<file path="config.mk">
export PLATFORM = sky130hd
export DESIGN_NAME = madt_table_parser_top_flat
export DESIGN_NICKNAME = d
export VERILOG_FILES = /design/src/rtl/madt_pkg.sv /design/src/rtl/madt_if.sv /design/src/rtl/madt_ram.sv /design/src/rtl/madt_ctrl.sv /design/src/rtl/madt_datapath.sv /design/src/rtl/madt_table_parser_top.sv /design/src/flat_wrapper.sv
export SDC_FILE = /design/constraint.sdc
export NUM_CORES = 2
export LEC_CHECK = 0
export BUFFER_PORTS_ARGS = -buffer_cell sky130_fd_sc_hd__buf_2
export CORE_AREA = 2 2 368 370
export DETAILED_ROUTE_END_ITERATION = 7
export DIE_AREA = 0 0 370 372
export REMOVE_ABC_BUFFERS = 1
export SYNTH_ARGS = -nofsm -noshare
export SYNTH_HDL_FRONTEND = slang
export SYNTH_SLANG_ARGS = --single-unit
</file>
<file path="constraint.sdc">
create_clock -name clock -period 9.8 [get_ports clock]
set_input_delay 1.96 -clock clock [delete_from_list [all_inputs] [get_ports clock]]
set_output_delay 1.96 -clock clock [all_outputs]
set_load 0.1 [all_outputs]
</file>
<file path="src/rtl/madt_pkg.sv">
// shared constants, types and helpers for the madt table parser
`timescale 1ns / 1ps
package madt_pkg;

   localparam int MAX_IOAPICS   = 8;
   localparam int MAX_OVERRIDES = 16;
   localparam int IOA_CNT_W     = $clog2(MAX_IOAPICS + 1);
   localparam int OVR_CNT_W     = $clog2(MAX_OVERRIDES + 1);
   localparam int OVR_AW        = (MAX_OVERRIDES > 1) ? $clog2(MAX_OVERRIDES) : 1;
   // override store entry: irq source and gsi
   localparam int OVR_W         = 40;

   localparam logic [31:0] HDR_END = 32'd44;

   localparam logic [7:0] ET_IOAPIC   = 8'd1;
   localparam logic [7:0] ET_OVERRIDE = 8'd2;
   localparam logic [7:0] ET_LAPIC    = 8'd5;

   localparam logic [1:0] KIND_IOAPIC   = 2'd0;
   localparam logic [1:0] KIND_OVERRIDE = 2'd1;
   localparam logic [1:0] KIND_SUMMARY  = 2'd2;
   localparam logic [1:0] KIND_LOOKUP   = 2'd3;

   localparam logic [1:0] ST_OK_IOAPIC = 2'd0;
   localparam logic [1:0] ST_OK_NONE   = 2'd1;
   localparam logic [1:0] ST_BAD_SIG   = 2'd2;
   localparam logic [1:0] ST_BAD_SUM   = 2'd3;

   // commands from the controller to the datapath
   typedef struct packed {
      logic load_req;
      logic do_byte;
      logic scan_rd;
      logic scan_step;
      logic emit_rec;
      logic emit_sum;
      logic emit_look;
   } ctrl_cmd_type;

   // status from the datapath to the controller
   typedef struct packed {
      logic req_valid;
      logic is_lookup;
      logic has_rec;
      logic has_sum;
      logic scan_done;
      logic match;
      logic out_free;
   } dp_status_type;

   // "APIC" signature bytes
   function automatic logic [7:0] sig_byte(input logic [1:0] idx);
      logic [7:0] val;
      case (idx)
         2'd0:    val = 8'h41;
         2'd1:    val = 8'h50;
         2'd2:    val = 8'h49;
         default: val = 8'h43;
      endcase
      return val;
   endfunction

endpackage

</file>
<file path="src/rtl/madt_if.sv">
// valid/ready channel interfaces for requests and responses
`timescale 1ns / 1ps
interface madt_req_if;
   logic       valid;
   logic       ready;
   logic       func;
   logic [7:0] data_byte;
   logic       last_byte;
   modport source (output valid, func, data_byte, last_byte, input ready);
   modport sink (input valid, func, data_byte, last_byte, output ready);
endinterface

interface madt_rsp_if;
   logic        valid;
   logic        ready;
   logic [1:0]  kind;
   logic [7:0]  entry_id;
   logic [7:0]  src_bus;
   logic [31:0] address_value;
   logic [31:0] gsi_value;
   logic [15:0] irq_flags;
   logic [63:0] local_apic_address;
   logic        legacy_pic;
   logic [1:0]  status;
   logic [3:0]  ioapic_total;
   logic [4:0]  override_total;
   logic        last_of_run;
   modport source (output valid, kind, entry_id, src_bus, address_value, gsi_value,
                   irq_flags, local_apic_address, legacy_pic, status, ioapic_total,
                   override_total, last_of_run, input ready);
   modport sink (input valid, kind, entry_id, src_bus, address_value, gsi_value,
                 irq_flags, local_apic_address, legacy_pic, status, ioapic_total,
                 override_total, last_of_run, output ready);
endinterface

</file>
<file path="src/rtl/madt_ram.sv">
// generic single-write single-read ram with registered read
`timescale 1ns / 1ps
module madt_ram #(
   parameter int WIDTH = 8,
   parameter int DEPTH = 16
) (
   input  logic                                        clock,
   input  logic                                        wr_en,
   input  logic [((DEPTH > 1) ? $clog2(DEPTH) : 1)-1:0] wr_addr,
   input  logic [WIDTH-1:0]                            wr_data,
   input  logic                                        rd_en,
   input  logic [((DEPTH > 1) ? $clog2(DEPTH) : 1)-1:0] rd_addr,
   output logic [WIDTH-1:0]                            rd_data
);
   logic [WIDTH-1:0] mem [DEPTH];

   // write port and registered read port
   always_ff @(posedge clock) begin
      if (wr_en) begin
         mem[wr_addr] <= wr_data;
      end
      if (rd_en) begin
         rd_data <= mem[rd_addr];
      end
   end
endmodule

</file>
<file path="src/rtl/madt_ctrl.sv">
// controller state machine: request intake, byte step, result emission, lookup scan
`timescale 1ns / 1ps
module madt_ctrl
   import madt_pkg::*;
(
   input  logic          clock,
   input  logic          reset,
   input  dp_status_type stat,
   output logic          req_ready,
   output ctrl_cmd_type  cmd
);
   typedef enum logic [6:0] {
      S_IDLE     = 7'b0000001,
      S_BYTE     = 7'b0000010,
      S_EMIT_REC = 7'b0000100,
      S_EMIT_SUM = 7'b0001000,
      S_SCAN_RD  = 7'b0010000,
      S_SCAN_CMP = 7'b0100000,
      S_ANSWER   = 7'b1000000
   } state_type;

   state_type state_ff, state_in;

   always_ff @(posedge clock) begin
      if (reset) begin
         state_ff <= S_IDLE;
      end else begin
         state_ff <= state_in;
      end
   end

   assign req_ready = (state_ff == S_IDLE);

   // next state and commands
   always_comb begin
      state_in = state_ff;
      cmd      = '0;
      case (state_ff)
         S_IDLE: begin
            if (stat.req_valid) begin
               cmd.load_req = 1'b1;
               state_in     = stat.is_lookup ? S_SCAN_RD : S_BYTE;
            end
         end
         S_BYTE: begin
            cmd.do_byte = 1'b1;
            state_in    = S_EMIT_REC;
         end
         S_EMIT_REC: begin
            if (!stat.has_rec) begin
               state_in = S_EMIT_SUM;
            end else if (stat.out_free) begin
               cmd.emit_rec = 1'b1;
               state_in     = S_EMIT_SUM;
            end
         end
         S_EMIT_SUM: begin
            if (!stat.has_sum) begin
               state_in = S_IDLE;
            end else if (stat.out_free) begin
               cmd.emit_sum = 1'b1;
               state_in     = S_IDLE;
            end
         end
         S_SCAN_RD: begin
            if (stat.scan_done) begin
               state_in = S_ANSWER;
            end else begin
               cmd.scan_rd = 1'b1;
               state_in    = S_SCAN_CMP;
            end
         end
         S_SCAN_CMP: begin
            cmd.scan_step = 1'b1;
            state_in      = stat.match ? S_ANSWER : S_SCAN_RD;
         end
         S_ANSWER: begin
            if (stat.out_free) begin
               cmd.emit_look = 1'b1;
               state_in      = S_IDLE;
            end
         end
         default: begin
            state_in = S_IDLE;
         end
      endcase
   end
endmodule

</file>
<file path="src/rtl/madt_datapath.sv">
// datapath: table walk state, override store, lookup compare and response register
`timescale 1ns / 1ps
module madt_datapath
   import madt_pkg::*;
(
   input  logic          clock,
   input  logic          reset,
   input  ctrl_cmd_type  cmd,
   input  logic          ctrl_ready,
   output dp_status_type stat,
   madt_req_if.sink      req,
   madt_rsp_if.source    rsp
);
   // request registers
   logic [7:0] b_ff;
   logic       last_ff;

   // table state
   logic [31:0]          pos_ff, pos_in;
   logic [31:0]          dlen_ff, dlen_in;
   logic [7:0]           sum_ff, sum_in;
   logic                 sigok_ff, sigok_in;
   logic [31:0]          estart_ff, estart_in;
   logic [7:0]           etype_ff, etype_in;
   logic [7:0]           esize_ff, esize_in;
   logic                 stopped_ff, stopped_in;
   logic [63:0]          fshift_ff, fshift_in;
   logic [7:0]           ioa_id_ff, ioa_id_in;
   logic [IOA_CNT_W-1:0] ioa_cnt_ff, ioa_cnt_in;
   logic [OVR_CNT_W-1:0] ovr_cnt_ff, ovr_cnt_in;
   logic [63:0]          lapic_ff, lapic_in;
   logic                 legacy_ff, legacy_in;
   logic                 in_table_ff, in_table_in;

   // latched step results
   logic        has_rec_ff, has_rec_in;
   logic        has_sum_ff, has_sum_in;
   logic [1:0]  rec_kind_ff, rec_kind_in;
   logic [7:0]  rec_id_ff, rec_id_in;
   logic [7:0]  rec_bus_ff, rec_bus_in;
   logic [31:0] rec_addr_ff, rec_addr_in;
   logic [31:0] rec_gsi_ff, rec_gsi_in;
   logic [15:0] rec_flags_ff, rec_flags_in;
   logic [1:0]  st_ff, st_in;

   // lookup scan
   logic [OVR_CNT_W-1:0] scan_idx_ff;
   logic [31:0]          ans_ff;
   logic [OVR_W-1:0]     rd_data;

   // override store write
   logic              ovr_wr;
   logic [OVR_AW-1:0] ovr_wr_addr;
   logic [OVR_W-1:0]  ovr_wr_data;

   // response register
   logic        rv_ff;
   logic [1:0]  o_kind_ff;
   logic [7:0]  o_id_ff;
   logic [7:0]  o_bus_ff;
   logic [31:0] o_addr_ff;
   logic [31:0] o_gsi_ff;
   logic [15:0] o_flags_ff;
   logic [63:0] o_lapic_ff;
   logic        o_legacy_ff;
   logic [1:0]  o_st_ff;
   logic [3:0]  o_ioa_ff;
   logic [4:0]  o_ovr_ff;
   logic        o_last_ff;

   // walk scratch values
   logic [31:0] p;
   logic [31:0] off;
   logic [63:0] fs_new;
   logic        ioa_rec;
   logic        ovr_rec;

   logic out_free;
   assign out_free = !rv_ff || rsp.ready;

   // status to the controller
   assign stat.req_valid = req.valid;
   assign stat.is_lookup = req.func;
   assign stat.has_rec   = has_rec_ff;
   assign stat.has_sum   = has_sum_ff;
   assign stat.scan_done = (scan_idx_ff >= ovr_cnt_ff);
   assign stat.match     = (rd_data[39:32] == b_ff);
   assign stat.out_free  = out_free;

   madt_ram #(
      .WIDTH (OVR_W),
      .DEPTH (MAX_OVERRIDES)
   ) u_ovr_ram (
      .clock   (clock),
      .wr_en   (ovr_wr),
      .wr_addr (ovr_wr_addr),
      .wr_data (ovr_wr_data),
      .rd_en   (cmd.scan_rd),
      .rd_addr (scan_idx_ff[OVR_AW-1:0]),
      .rd_data (rd_data)
   );

   // one table byte: header fields, checksum and entry walk
   always_comb begin
      pos_in      = pos_ff;
      dlen_in     = dlen_ff;
      sum_in      = sum_ff;
      sigok_in    = sigok_ff;
      estart_in   = estart_ff;
      etype_in    = etype_ff;
      esize_in    = esize_ff;
      stopped_in  = stopped_ff;
      fshift_in   = fshift_ff;
      ioa_id_in   = ioa_id_ff;
      ioa_cnt_in  = ioa_cnt_ff;
      ovr_cnt_in  = ovr_cnt_ff;
      lapic_in    = lapic_ff;
      legacy_in   = legacy_ff;
      in_table_in = in_table_ff;
      has_rec_in  = has_rec_ff;
      has_sum_in  = has_sum_ff;
      rec_kind_in = rec_kind_ff;
      rec_id_in   = rec_id_ff;
      rec_bus_in  = rec_bus_ff;
      rec_addr_in = rec_addr_ff;
      rec_gsi_in  = rec_gsi_ff;
      rec_flags_in = rec_flags_ff;
      st_in       = st_ff;
      ovr_wr      = 1'b0;
      ovr_wr_addr = ovr_cnt_ff[OVR_AW-1:0];
      ovr_wr_data = '0;
      p           = '0;
      off         = '0;
      fs_new      = '0;
      ioa_rec     = 1'b0;
      ovr_rec     = 1'b0;
      if (cmd.do_byte) begin
         // new table starts from cleared walk state
         if (!in_table_ff) begin
            pos_in     = '0;
            dlen_in    = '0;
            sum_in     = '0;
            sigok_in   = 1'b1;
            estart_in  = HDR_END;
            etype_in   = '0;
            esize_in   = '0;
            stopped_in = 1'b0;
            fshift_in  = '0;
            ioa_cnt_in = '0;
            ovr_cnt_in = '0;
            lapic_in   = '0;
         end
         has_rec_in  = 1'b0;
         in_table_in = 1'b1;
         p           = pos_in;
         ovr_wr_addr = ovr_cnt_in[OVR_AW-1:0];
         if (p != 32'hFFFF_FFFF) begin
            pos_in = p + 32'd1;
         end
         if (p < 32'd8 || p < dlen_in) begin
            sum_in = sum_in + b_ff;
         end
         if (p < 32'd4) begin
            if (b_ff != sig_byte(p[1:0])) begin
               sigok_in = 1'b0;
            end
         end else if (p < 32'd8) begin
            dlen_in = dlen_in | ({24'd0, b_ff} << {p[1:0], 3'b000});
         end else if (sigok_in && p < dlen_in) begin
            if (p >= 32'd36 && p < 32'd40) begin
               lapic_in = lapic_in | ({56'd0, b_ff} << {p[1:0], 3'b000});
            end else if (p == 32'd40) begin
               legacy_in = b_ff[0];
            end else if (p >= HDR_END && !stopped_in && p >= estart_in) begin
               off = p - estart_in;
               if (off == 32'd0) begin
                  // entry type byte
                  etype_in  = b_ff;
                  fshift_in = '0;
                  if ({1'b0, estart_in} + 33'd2 > {1'b0, dlen_in}) begin
                     stopped_in = 1'b1;
                  end
               end else if (off == 32'd1) begin
                  // entry length byte
                  esize_in = b_ff;
                  if (b_ff < 8'd2 ||
                      {1'b0, estart_in} + {25'd0, b_ff} > {1'b0, dlen_in}) begin
                     stopped_in = 1'b1;
                  end else if (b_ff == 8'd2) begin
                     estart_in = estart_in + 32'd2;
                  end
               end else begin
                  // entry body
                  fs_new    = {b_ff, fshift_in[63:8]};
                  fshift_in = fs_new;
                  if (etype_in == ET_IOAPIC && esize_in >= 8'd12 &&
                      32'(ioa_cnt_in) < 32'(MAX_IOAPICS)) begin
                     if (off == 32'd2) begin
                        ioa_id_in = b_ff;
                     end
                     if (off == 32'd11) begin
                        ioa_rec = 1'b1;
                     end
                  end else if (etype_in == ET_OVERRIDE && esize_in >= 8'd10 &&
                               off == 32'd9 &&
                               32'(ovr_cnt_in) < 32'(MAX_OVERRIDES)) begin
                     ovr_rec = 1'b1;
                  end else if (etype_in == ET_LAPIC && esize_in >= 8'd12 &&
                               off == 32'd11) begin
                     lapic_in = fs_new;
                  end
                  if (off == {24'd0, esize_in} - 32'd1) begin
                     estart_in = estart_in + {24'd0, esize_in};
                  end
               end
            end
         end
         // record capture
         if (ioa_rec) begin
            has_rec_in   = 1'b1;
            rec_kind_in  = KIND_IOAPIC;
            rec_id_in    = ioa_id_in;
            rec_bus_in   = '0;
            rec_addr_in  = fs_new[31:0];
            rec_gsi_in   = fs_new[63:32];
            rec_flags_in = '0;
            ioa_cnt_in   = ioa_cnt_in + IOA_CNT_W'(1);
         end
         if (ovr_rec) begin
            has_rec_in   = 1'b1;
            rec_kind_in  = KIND_OVERRIDE;
            rec_id_in    = fs_new[15:8];
            rec_bus_in   = fs_new[7:0];
            rec_addr_in  = '0;
            rec_gsi_in   = fs_new[47:16];
            rec_flags_in = fs_new[63:48];
            ovr_wr       = 1'b1;
            ovr_wr_data  = {fs_new[15:8], fs_new[47:16]};
            ovr_cnt_in   = ovr_cnt_in + OVR_CNT_W'(1);
         end
         // summary on the final byte
         has_sum_in = last_ff;
         if (last_ff) begin
            in_table_in = 1'b0;
            if (!sigok_in || pos_in < 32'd4) begin
               st_in = ST_BAD_SIG;
            end else if (dlen_in < HDR_END || pos_in < dlen_in || sum_in != 8'd0) begin
               st_in = ST_BAD_SUM;
            end else if (ioa_cnt_in != '0) begin
               st_in = ST_OK_IOAPIC;
            end else begin
               st_in = ST_OK_NONE;
            end
         end
      end
   end

   // state registers
   always_ff @(posedge clock) begin
      if (reset) begin
         pos_ff      <= '0;
         dlen_ff     <= '0;
         sum_ff      <= '0;
         sigok_ff    <= 1'b1;
         estart_ff   <= HDR_END;
         etype_ff    <= '0;
         esize_ff    <= '0;
         stopped_ff  <= 1'b0;
         fshift_ff   <= '0;
         ioa_cnt_ff  <= '0;
         ovr_cnt_ff  <= '0;
         lapic_ff    <= '0;
         legacy_ff   <= 1'b1;
         in_table_ff <= 1'b0;
         has_rec_ff  <= 1'b0;
         has_sum_ff  <= 1'b0;
      end else begin
         pos_ff      <= pos_in;
         dlen_ff     <= dlen_in;
         sum_ff      <= sum_in;
         sigok_ff    <= sigok_in;
         estart_ff   <= estart_in;
         etype_ff    <= etype_in;
         esize_ff    <= esize_in;
         stopped_ff  <= stopped_in;
         fshift_ff   <= fshift_in;
         ioa_cnt_ff  <= ioa_cnt_in;
         ovr_cnt_ff  <= ovr_cnt_in;
         lapic_ff    <= lapic_in;
         legacy_ff   <= legacy_in;
         in_table_ff <= in_table_in;
         has_rec_ff  <= has_rec_in;
         has_sum_ff  <= has_sum_in;
      end
   end

   // payload registers: request, record and lookup scan
   always_ff @(posedge clock) begin
      ioa_id_ff    <= ioa_id_in;
      rec_kind_ff  <= rec_kind_in;
      rec_id_ff    <= rec_id_in;
      rec_bus_ff   <= rec_bus_in;
      rec_addr_ff  <= rec_addr_in;
      rec_gsi_ff   <= rec_gsi_in;
      rec_flags_ff <= rec_flags_in;
      st_ff        <= st_in;
      if (cmd.load_req) begin
         b_ff        <= req.data_byte;
         last_ff     <= req.last_byte;
         scan_idx_ff <= '0;
         ans_ff      <= {24'd0, req.data_byte};
      end else if (cmd.scan_step) begin
         scan_idx_ff <= scan_idx_ff + OVR_CNT_W'(1);
         if (rd_data[39:32] == b_ff) begin
            ans_ff <= rd_data[31:0];
         end
      end
   end

   // response register
   always_ff @(posedge clock) begin
      if (reset) begin
         rv_ff <= 1'b0;
      end else if (cmd.emit_rec || cmd.emit_sum || cmd.emit_look) begin
         rv_ff <= 1'b1;
      end else if (rsp.ready) begin
         rv_ff <= 1'b0;
      end
   end

   always_ff @(posedge clock) begin
      if (cmd.emit_rec || cmd.emit_sum || cmd.emit_look) begin
         o_lapic_ff  <= lapic_ff;
         o_legacy_ff <= legacy_ff;
         o_ioa_ff    <= 4'(ioa_cnt_ff);
         o_ovr_ff    <= 5'(ovr_cnt_ff);
         o_kind_ff   <= KIND_SUMMARY;
         o_id_ff     <= '0;
         o_bus_ff    <= '0;
         o_addr_ff   <= '0;
         o_gsi_ff    <= '0;
         o_flags_ff  <= '0;
         o_st_ff     <= ST_OK_IOAPIC;
         o_last_ff   <= 1'b1;
         if (cmd.emit_rec) begin
            o_kind_ff  <= rec_kind_ff;
            o_id_ff    <= rec_id_ff;
            o_bus_ff   <= rec_bus_ff;
            o_addr_ff  <= rec_addr_ff;
            o_gsi_ff   <= rec_gsi_ff;
            o_flags_ff <= rec_flags_ff;
            o_last_ff  <= !has_sum_ff;
         end else if (cmd.emit_sum) begin
            o_st_ff <= st_ff;
         end else begin
            o_kind_ff <= KIND_LOOKUP;
            o_id_ff   <= b_ff;
            o_gsi_ff  <= ans_ff;
         end
      end
   end

   assign req.ready = ctrl_ready;

   assign rsp.valid              = rv_ff;
   assign rsp.kind               = o_kind_ff;
   assign rsp.entry_id           = o_id_ff;
   assign rsp.src_bus            = o_bus_ff;
   assign rsp.address_value      = o_addr_ff;
   assign rsp.gsi_value          = o_gsi_ff;
   assign rsp.irq_flags          = o_flags_ff;
   assign rsp.local_apic_address = o_lapic_ff;
   assign rsp.legacy_pic         = o_legacy_ff;
   assign rsp.status             = o_st_ff;
   assign rsp.ioapic_total       = o_ioa_ff;
   assign rsp.override_total     = o_ovr_ff;
   assign rsp.last_of_run        = o_last_ff;
endmodule

</file>
<file path="src/rtl/madt_table_parser_top.sv">
// top level of the madt table parser
`timescale 1ns / 1ps
// Usage:
//   req channel: one request per handshake. func 0 feeds one table byte
//   (data_byte, with last_byte high on the final byte); func 1 asks for the
//   gsi of a legacy irq given in data_byte.
//   rsp channel: results in order. a table byte gives no result, an ioapic or
//   override record when an entry completes, and a summary on the last byte;
//   last_of_run marks the final result of a request. a lookup gives one answer.
//   Timing: a table byte passes the byte step, record slot and summary slot
//   before ready returns; the record and summary slots stall only while the
//   receiver stalls. a lookup reads the stored overrides one at a time
//   through the single read port of the override store, each read followed
//   by a compare; a match ends the scan early.
//   The rsp side has its own output register; when the receiver stalls, the
//   pending result holds and the block waits before writing the next one.
//   Reset (synchronous, active high) clears the counts, the local apic
//   address and the walk state, sets the legacy pic flag, and drops rsp valid.
//   The override store is not cleared; only entries below the count are read.
module madt_table_parser_top
   import madt_pkg::*;
(
   input logic        clock,
   input logic        reset,
   madt_req_if.sink   req,
   madt_rsp_if.source rsp
);
   ctrl_cmd_type  cmd;
   dp_status_type stat;
   logic          ctrl_ready;

   madt_ctrl u_ctrl (
      .clock     (clock),
      .reset     (reset),
      .stat      (stat),
      .req_ready (ctrl_ready),
      .cmd       (cmd)
   );

   madt_datapath u_dp (
      .clock      (clock),
      .reset      (reset),
      .cmd        (cmd),
      .ctrl_ready (ctrl_ready),
      .stat       (stat),
      .req        (req),
      .rsp        (rsp)
   );
endmodule

</file>
<file path="src/flat_wrapper.sv">
// flat-port wrapper written by rule: the top's interface ports become plain ports
module madt_table_parser_top_flat import madt_pkg::*;
  (clock, reset, req_valid, req_func, req_data_byte, req_last_byte, req_ready, rsp_valid, rsp_kind, rsp_entry_id, rsp_src_bus, rsp_address_value, rsp_gsi_value, rsp_irq_flags, rsp_local_apic_address, rsp_legacy_pic, rsp_status, rsp_ioapic_total, rsp_override_total, rsp_last_of_run, rsp_ready);
  madt_req_if req_i ();
  madt_rsp_if rsp_i ();
  input logic clock;
  input logic reset;
  input wire logic [$bits(req_i.valid)-1:0] req_valid;
  input wire logic [$bits(req_i.func)-1:0] req_func;
  input wire logic [$bits(req_i.data_byte)-1:0] req_data_byte;
  input wire logic [$bits(req_i.last_byte)-1:0] req_last_byte;
  output wire logic [$bits(req_i.ready)-1:0] req_ready;
  output wire logic [$bits(rsp_i.valid)-1:0] rsp_valid;
  output wire logic [$bits(rsp_i.kind)-1:0] rsp_kind;
  output wire logic [$bits(rsp_i.entry_id)-1:0] rsp_entry_id;
  output wire logic [$bits(rsp_i.src_bus)-1:0] rsp_src_bus;
  output wire logic [$bits(rsp_i.address_value)-1:0] rsp_address_value;
  output wire logic [$bits(rsp_i.gsi_value)-1:0] rsp_gsi_value;
  output wire logic [$bits(rsp_i.irq_flags)-1:0] rsp_irq_flags;
  output wire logic [$bits(rsp_i.local_apic_address)-1:0] rsp_local_apic_address;
  output wire logic [$bits(rsp_i.legacy_pic)-1:0] rsp_legacy_pic;
  output wire logic [$bits(rsp_i.status)-1:0] rsp_status;
  output wire logic [$bits(rsp_i.ioapic_total)-1:0] rsp_ioapic_total;
  output wire logic [$bits(rsp_i.override_total)-1:0] rsp_override_total;
  output wire logic [$bits(rsp_i.last_of_run)-1:0] rsp_last_of_run;
  input wire logic [$bits(rsp_i.ready)-1:0] rsp_ready;
  assign req_i.valid = req_valid;
  assign req_i.func = req_func;
  assign req_i.data_byte = req_data_byte;
  assign req_i.last_byte = req_last_byte;
  assign req_ready = req_i.ready;
  assign rsp_valid = rsp_i.valid;
  assign rsp_kind = rsp_i.kind;
  assign rsp_entry_id = rsp_i.entry_id;
  assign rsp_src_bus = rsp_i.src_bus;
  assign rsp_address_value = rsp_i.address_value;
  assign rsp_gsi_value = rsp_i.gsi_value;
  assign rsp_irq_flags = rsp_i.irq_flags;
  assign rsp_local_apic_address = rsp_i.local_apic_address;
  assign rsp_legacy_pic = rsp_i.legacy_pic;
  assign rsp_status = rsp_i.status;
  assign rsp_ioapic_total = rsp_i.ioapic_total;
  assign rsp_override_total = rsp_i.override_total;
  assign rsp_last_of_run = rsp_i.last_of_run;
  assign rsp_i.ready = rsp_ready;
  madt_table_parser_top u_core (.clock(clock), .reset(reset), .req(req_i), .rsp(rsp_i));
endmodule
</file>
=== After elaboration in Yosys (flattened, before gate mapping) ===
Memories as Yosys holds them, arrays and structs flattened. A register that Yosys moved wholly into a read port is not among the register bits.
Cells that the tools add are included.

* Memories: 1
* Bits in writable memories: 640
* Flip-flop bits (word level): 599

{| class="wikitable"
|+ Memories
! memory !! words !! bits a word !! read ports !! clocked after Yosys merged registers in !! write ports !! line !! text
|-
| u_core.u_dp.u_ovr_ram.mem || 16 || 40 || 1 || 1 || 1 || madt_ram.sv:15 || <nowiki>logic [WIDTH-1:0] mem [DEPTH];</nowiki>
|}

* $lt $le $gt $ge: 18
* Multiplexer cells: 188
* Eq/ne operators: 24
* Add/sub/neg operators: 11
* Shift-type cells: 2
* Reductions and logical operators: 39
* Bitwise logic cells: 6

{| class="wikitable"
|+ Operators by type and width
! operator !! number
|-
| $mux 64 || 30
|-
| $mux 32 || 27
|-
| $mux 8 || 44
|-
| $mux 40 || 2
|-
| $gt 33x32->1 || 2
|-
| $mux 1 || 65
|-
| $eq 32x4->1 const B || 2
|-
| $ge 32x6->1 const B || 2
|-
| $lt 32x3->1 const B || 2
|-
| $lt 32x32->1 || 2
|-
| $lt 32x6->1 const B || 2
|-
| $or 64x64->64 || 1
|-
| $shl 8x5->64 || 1
|-
| $mux 7 || 7
|-
| $pmux 7 s7 || 1
|-
| $add 32x2->33 const B || 1
|-
| $add 32x8->33 || 1
|-
| $add 32x1->32 const B || 1
|-
| $add 32x2->32 const B || 1
|-
| $add 32x8->32 || 1
|-
| $eq 32x1->1 const B || 1
|-
| $eq 32x2->1 const B || 1
|-
| $eq 32x32->1 || 1
|-
| $eq 32x6->1 const B || 1
|-
| 47 further kinds || 89
|}

=== Logic depth before layout (Yosys ltp) ===
* Depth in word-level cells: 22
* Gate-level depth with buffers: 43

=== Cells and area by module ===
Synthesis repeated with hierarchy kept, for this count alone.

* Cell total of the unflattened synthesis: 4836
* Area total of the unflattened synthesis: 60146.4 sq um

{| class="wikitable"
|+ By module, submodules not included
! module !! seq. area each (sq um) !! cells each !! instances !! area each (sq um)
|-
| madt_datapath || 14684.1 || 3735 || 1 || 34125.2
|-
| madt_ram || 20419.6 || 1040 || 1 || 25532.0
|-
| madt_ctrl || 140.1 || 61 || 1 || 489.2
|}

=== Least setup slack after synthesis ===
OpenSTA, ideal clock, no wires.

* Path kind: register -> register
* Start point: register u_core.u_dp.in_table_ff
* End point: memory u_core.u_dp.u_ovr_ram.mem[1][0] (netlist name) (enable)
* Path slack: -0.311 ns
* Setup time: 0.537 ns
* Data arrival time: 9.574 ns
* Data required time: 9.263 ns
* Cell stages (with the launch flop): 30
* Cells stage by stage: dfxtp_1 buf_6 buf_6 buf_6 buf_2 buf_2 buf_2 buf_2 clkbuf_1 buf_2 buf_2 buf_2 buf_2 buf_1 clkbuf_1 and2_1 ha_1 fa_1 nor2b_1 o21ai_1 nor3_2 o211a_1 or4_1 a211oi_1 and4b_1 and4b_1 buf_4 nand3_1 nand3b_1 nor4_1

* Longest elaborated chain between the ends: 21
* Elaborated cells between the ends (all ways): 62
* Classes of those cells: 1 x add/sub; 11 x order compare; 5 x eq/ne; 34 x mux; 11 x reduce/logical

{| class="wikitable"
|+ Ends and longest elaborated chain
! element !! line !! text
|-
| start: declaration || madt_datapath.sv:33 || <nowiki>logic in_table_ff, in_table_in;</nowiki>
|-
| start signal: assignment || madt_datapath.sv:291 || <nowiki>in_table_ff <= in_table_in;</nowiki>
|-
| $mux 32 / $mux 8 (equally long branches) || madt_datapath.sv:139 || <nowiki>if (!in_table_ff) begin</nowiki>
|-
| $mux 32 / $mux 8 (equally long branches) || madt_datapath.sv:137 || <nowiki>if (cmd.do_byte) begin</nowiki>
|-
| $sub 32x32->32 (tied with other cells) || madt_datapath.sv:175 || <nowiki>off = p - estart_in;</nowiki>
|-
| $eq 32x4->1 / $logic_and 1x1->1 (equally long branches) || madt_datapath.sv:205, madt_datapath.sv:204 ||
|-
| $logic_and 1x1->1 || madt_datapath.sv:204 || <nowiki>end else if (etype_in == ET_OVERRIDE && esize_in >= 8'd10 &&</nowiki>
|-
| $logic_and 1x1->1 || madt_datapath.sv:205 || <nowiki>off == 32'd9 &&</nowiki>
|-
| $mux 1 || madt_datapath.sv:204 ||
|-
| $mux 1 || madt_datapath.sv:196 || <nowiki>if (etype_in == ET_IOAPIC && esize_in >= 8'd12 &&</nowiki>
|-
| [... 5 more ...] || - ||
|-
| $mux 1 || madt_datapath.sv:169 || <nowiki>end else if (sigok_in && p < dlen_in) begin</nowiki>
|-
| $mux 1 || madt_datapath.sv:167 || <nowiki>end else if (p < 32'd8) begin</nowiki>
|-
| $mux 1 || madt_datapath.sv:163 || <nowiki>if (p < 32'd4) begin</nowiki>
|-
| $mux 1 || madt_datapath.sv:137 ||
|-
| $mux 1 || madt_datapath.sv:229 || <nowiki>if (ovr_rec) begin</nowiki>
|-
| $mux 1 || madt_datapath.sv:137 ||
|-
| $mux 1 || madt_ram.sv:19 || <nowiki>if (wr_en) begin</nowiki>
|-
| $mux 1 (implied by the code) || madt_ram.sv:20 || <nowiki>mem[wr_addr] <= wr_data;</nowiki>
|-
| end: declaration || madt_ram.sv:15 ||
|}

Parallel ways exist; a longest one is shown, timed or not. The select of a mux whose other input is x is not followed.

=== Worst setup path after layout ===
* Start point: register u_core.u_dp.in_table_ff
* End point: memory u_core.u_dp.u_ovr_ram.mem[6][19] (netlist name) (enable)

The elaborated chain is that of the path after synthesis.

==> reports/qor.txt <==
clock share of power: 0.442
GR Util All Layers: 0.2611
dpl hpwl: 123.6 mm
r2r startpoint: u_core.u_dp.in_table_ff$_SDFFE_PP0P_
first-pass GRT wire length: 263.0 mm
worst hold path class: flop to flop
I/O pin cnt: 191
status: finished, final reports clean
die height: 372 um
Sw Share: 0.2344
Sw Pwr: 2.694 mW
Pwr per Cell Area: 174.2 nW/um2
Post-CTS Setup Bufs: 0
r2r setup slk: 2.63 ns
synthesized instance count: 4415
Avg Vias per Cell: 6.070
Pint: 8.802 mW
row cnt: 135
fill count: 11.60k
Area contributors post-synth: edfxtp_1 (50%), dfxtp_1 (10%), mux4_2 (7.7%)
Root Driver: clkbuf_16
Max Cap Viol: 0
CTS Buf Count: 138
hold endpoint: u_core.u_dp.rsp.local_apic_address[60]$_DFFE_PP_
Synthesis Warnings: 0
final std cells w/o fill: 6472
Num Clock Sinks: 1271
maximum buffer depth of the clock tree: 3
Core Region: 134300 um2
worst clock skew: 0.04639 ns
clock input transition at the sequential cells of the worst setup and hold paths: 0.06 ns
die area: 137600 um2
Routed WL: 181.8 mm
clock latency on the worst-skew pair: 0.79 ns
Synth area leader: edfxtp_1
WS Path Type: flop to flop
Seq pwr share: 0.505
Fin. Hold Viols: 0
top cell type's share of synthesized area: 0.5028
Slew HR: 0.2353
Iter 0 DRT Violations: 4354
Post-Syn Area: 58470 um2
main flop type after synthesis: edfxtp_1
RePlAce Congestion: 0.9655
largest net degree at the start of global routing: 164
Final Cycle Share: 0.7320
most frequent cells in the layout: edfxtp_1 (979), nor2_1 (386), nand2_1 (297)
Hold Path Stages: 0
Post-synth EDFFs: 979
Reg-to-Reg End: u_core.u_dp.u_ovr_ram.mem[6][19]$_DFFE_PP_
worst slew pin tran: 1.143 ns
number of global-route vias before repair: 37.55k
hold_buf cts: 0
Hold Startpoint: u_core.u_dp.lapic_ff[60]$_SDFFE_PP0P_
Peak Freq: 0.1394 GHz
Post-layout nets: 4793
initial antenna violation count: 13
CP Launch Type: flop
total global routing overflow: 0
die extent in x: 370 um
Starting Density: 0.4354
commonest non-fill, non-tap cell in the layout: edfxtp_1
fin crit period: 7.174 ns
Worst EP arrival: 7.63 ns
port bufs: 190
fin. max-slew vios: 0
Setup TNS: 0 ns
wire per inst: 28.09 um
area grow syn2layout: 12.86%
WP data required: 10.25 ns
crit path max fanout: 142
RSZ-0062 raised after global routing: false
Yosys reg bits: 1271
Worst setup EP type: flop
drt pass-1 iters: 6
leakage power: 20.45 nW
final setup fails: 0
sequential-to-total area share from yosys stat: 0.6028
DR vias: 39.28k
layout cells sized above 1: 0.1692
worst vdd ir: 0.1889 mV
Comb power frac: 0.052
number of H-tree levels: 4
CTS tree: built
number of cells after detailed placement: 6222
Post-route DRC: 0
Antenna Nets Post-Route: 0
r2r worst-path depth: 19
distinct cell type count after synthesis: 111
Async SR Flop Fraction: 0
post-CTS sizing: 0
Synth Area per Inst: 13.24 um2
[synthesized netlist by cell type, types with 63 or more instances]
| cell | count |
|---|---|
| a21o_1 | 63 |
| a22o_1 | 89 |
| nand2_1 | 298 |
| xnor2_1 | 100 |
| nand4_1 | 71 |
| dfxtp_1 | 292 |
| and2_1 | 172 |
| o21ai_0 | 86 |
| nand3_1 | 65 |
| a22oi_1 | 92 |
| clkbuf_1 | 183 |
| a21oi_1 | 187 |
| mux4_2 | 200 |
| nor2_1 | 406 |
| mux2i_1 | 63 |
| edfxtp_1 | 979 |
| ha_1 | 194 |
| inv_1 | 75 |
| nor3_1 | 77 |
[through the flow]
step	power (mW)	utilization	instance area [um2]	hold WS, ns	worst slack (ns)
2_1_floorplan	6.255	-	57430	0.4019	-2.540
3_5_place_dp	6.507	0.4584	61560	0.4207	2.753
6_report	11.50	0.4914	65990	0.4366	2.626
4_1_cts	11.57	0.4913	65980	0.4373	2.719
5_1_grt	11.80	0.4913	65980	0.4429	2.334
3_3_place_gp	6.508	0.4584	61560	0.4199	2.783
[cell type report]
| cell class | instances | area (um2) | share of cell area |
|---|---|---|---|
| Antenna cell | 3 | 7.507 | 0.0001138 |
| Tap cell | 1781 | 2228 | 0.03377 |
| Clock buffer | 184 | 3720 | 0.05637 |
| Sequential cell | 1271 | 35260 | 0.5343 |
| Multi-Input combinational cell | 2818 | 22100 | 0.3349 |
| Timing Repair Buffer | 275 | 1683 | 0.02550 |
| Clock inverter | 63 | 698.2 | 0.01058 |
| Inverter | 77 | 289.0 | 0.004380 |
[cell families after synthesis]
family | count (synthesis) | share of synthesized area
AND/OR/NAND/NOR | 1361 | 0.1182
flip-flops | 1271 | 0.6028
AO/OA/AOI/OAI | 815 | 0.09771
buffers and inverters | 326 | 0.02273
multiplexers | 280 | 0.09109
adder cells (fa/ha/maj) | 201 | 0.04340
XOR/XNOR | 161 | 0.02412
[sequential cells by signal (all words and copies together) (netlist names), 40 cells and up]
name	cells
u_core.u_dp.rsp.local_apic_address	64
u_core.u_dp.lapic_ff	64
u_core.u_dp.fshift_ff	56
u_core.u_dp.u_ovr_ram.rd_data	40
u_core.u_dp.u_ovr_ram.mem	640
[how the worst max path moves through the flow]
| stage | start | depth (start not counted) | to |
|---|---|---|---|
| floorplan | u_core.u_dp.in_table_ff$_SDFFE_PP0P_ | 14 | u_core.u_dp.u_ovr_ram.mem[1][0]$_DFFE_PP_ |
| global placement | u_core.u_dp.in_table_ff$_SDFFE_PP0P_ | 19 | u_core.u_dp.u_ovr_ram.mem[6][15]$_DFFE_PP_ |
| detailed placement | u_core.u_dp.in_table_ff$_SDFFE_PP0P_ | 19 | u_core.u_dp.u_ovr_ram.mem[6][16]$_DFFE_PP_ |
| CTS | u_core.u_dp.in_table_ff$_SDFFE_PP0P_ | 19 | u_core.u_dp.u_ovr_ram.mem[6][27]$_DFFE_PP_ |
| global route | u_core.u_dp.in_table_ff$_SDFFE_PP0P_ | 18 | u_core.u_dp.rec_addr_ff[7]$_SDFFCE_PP0P_ |
| finish | u_core.u_dp.in_table_ff$_SDFFE_PP0P_ | 19 | u_core.u_dp.u_ovr_ram.mem[6][19]$_DFFE_PP_ |
[critical path: stages, from the launching register on]
cell and delay, ns:
dfxtp_4 0.43, buf_12 0.48, and2_1 0.28, clkinv_1 0.27, ha_1 0.47, a21oi_1 0.25
o21ai_1 0.24, a21o_1 0.29, or3_1 0.36, o221a_2 0.28, a211oi_1 0.19, and4b_1 0.24
and4b_1 0.59, nand3_1 0.14, buf_4 0.24, nand3b_1 0.19, buf_4 0.22, or3_1 0.51
nor2_4 0.61, buf_4 0.40
[layer usage]
metal	global-route usage	vias up	wire, um
met4	0.07638	12	5206
met3	0.05541	316	16220
li1	-	17224	-
met1	0.3770	19952	78140
met2	0.3972	1778	82150
met5	0	-	74
[power groups by stage]
stage | logic, mW | registers [mW] | clock network [mW]
3_5_place_dp | 0.586 | 5.92 | 0
5_1_grt | 0.629 | 5.81 | 5.36
3_3_place_gp | 0.587 | 5.92 | 0
4_1_cts | 0.588 | 5.81 | 5.17
6_report | 0.601 | 5.81 | 5.09
2_1_floorplan | 0.252 | 6.00 | 0
No activity file was read; power rests on OpenSTA's default activity.
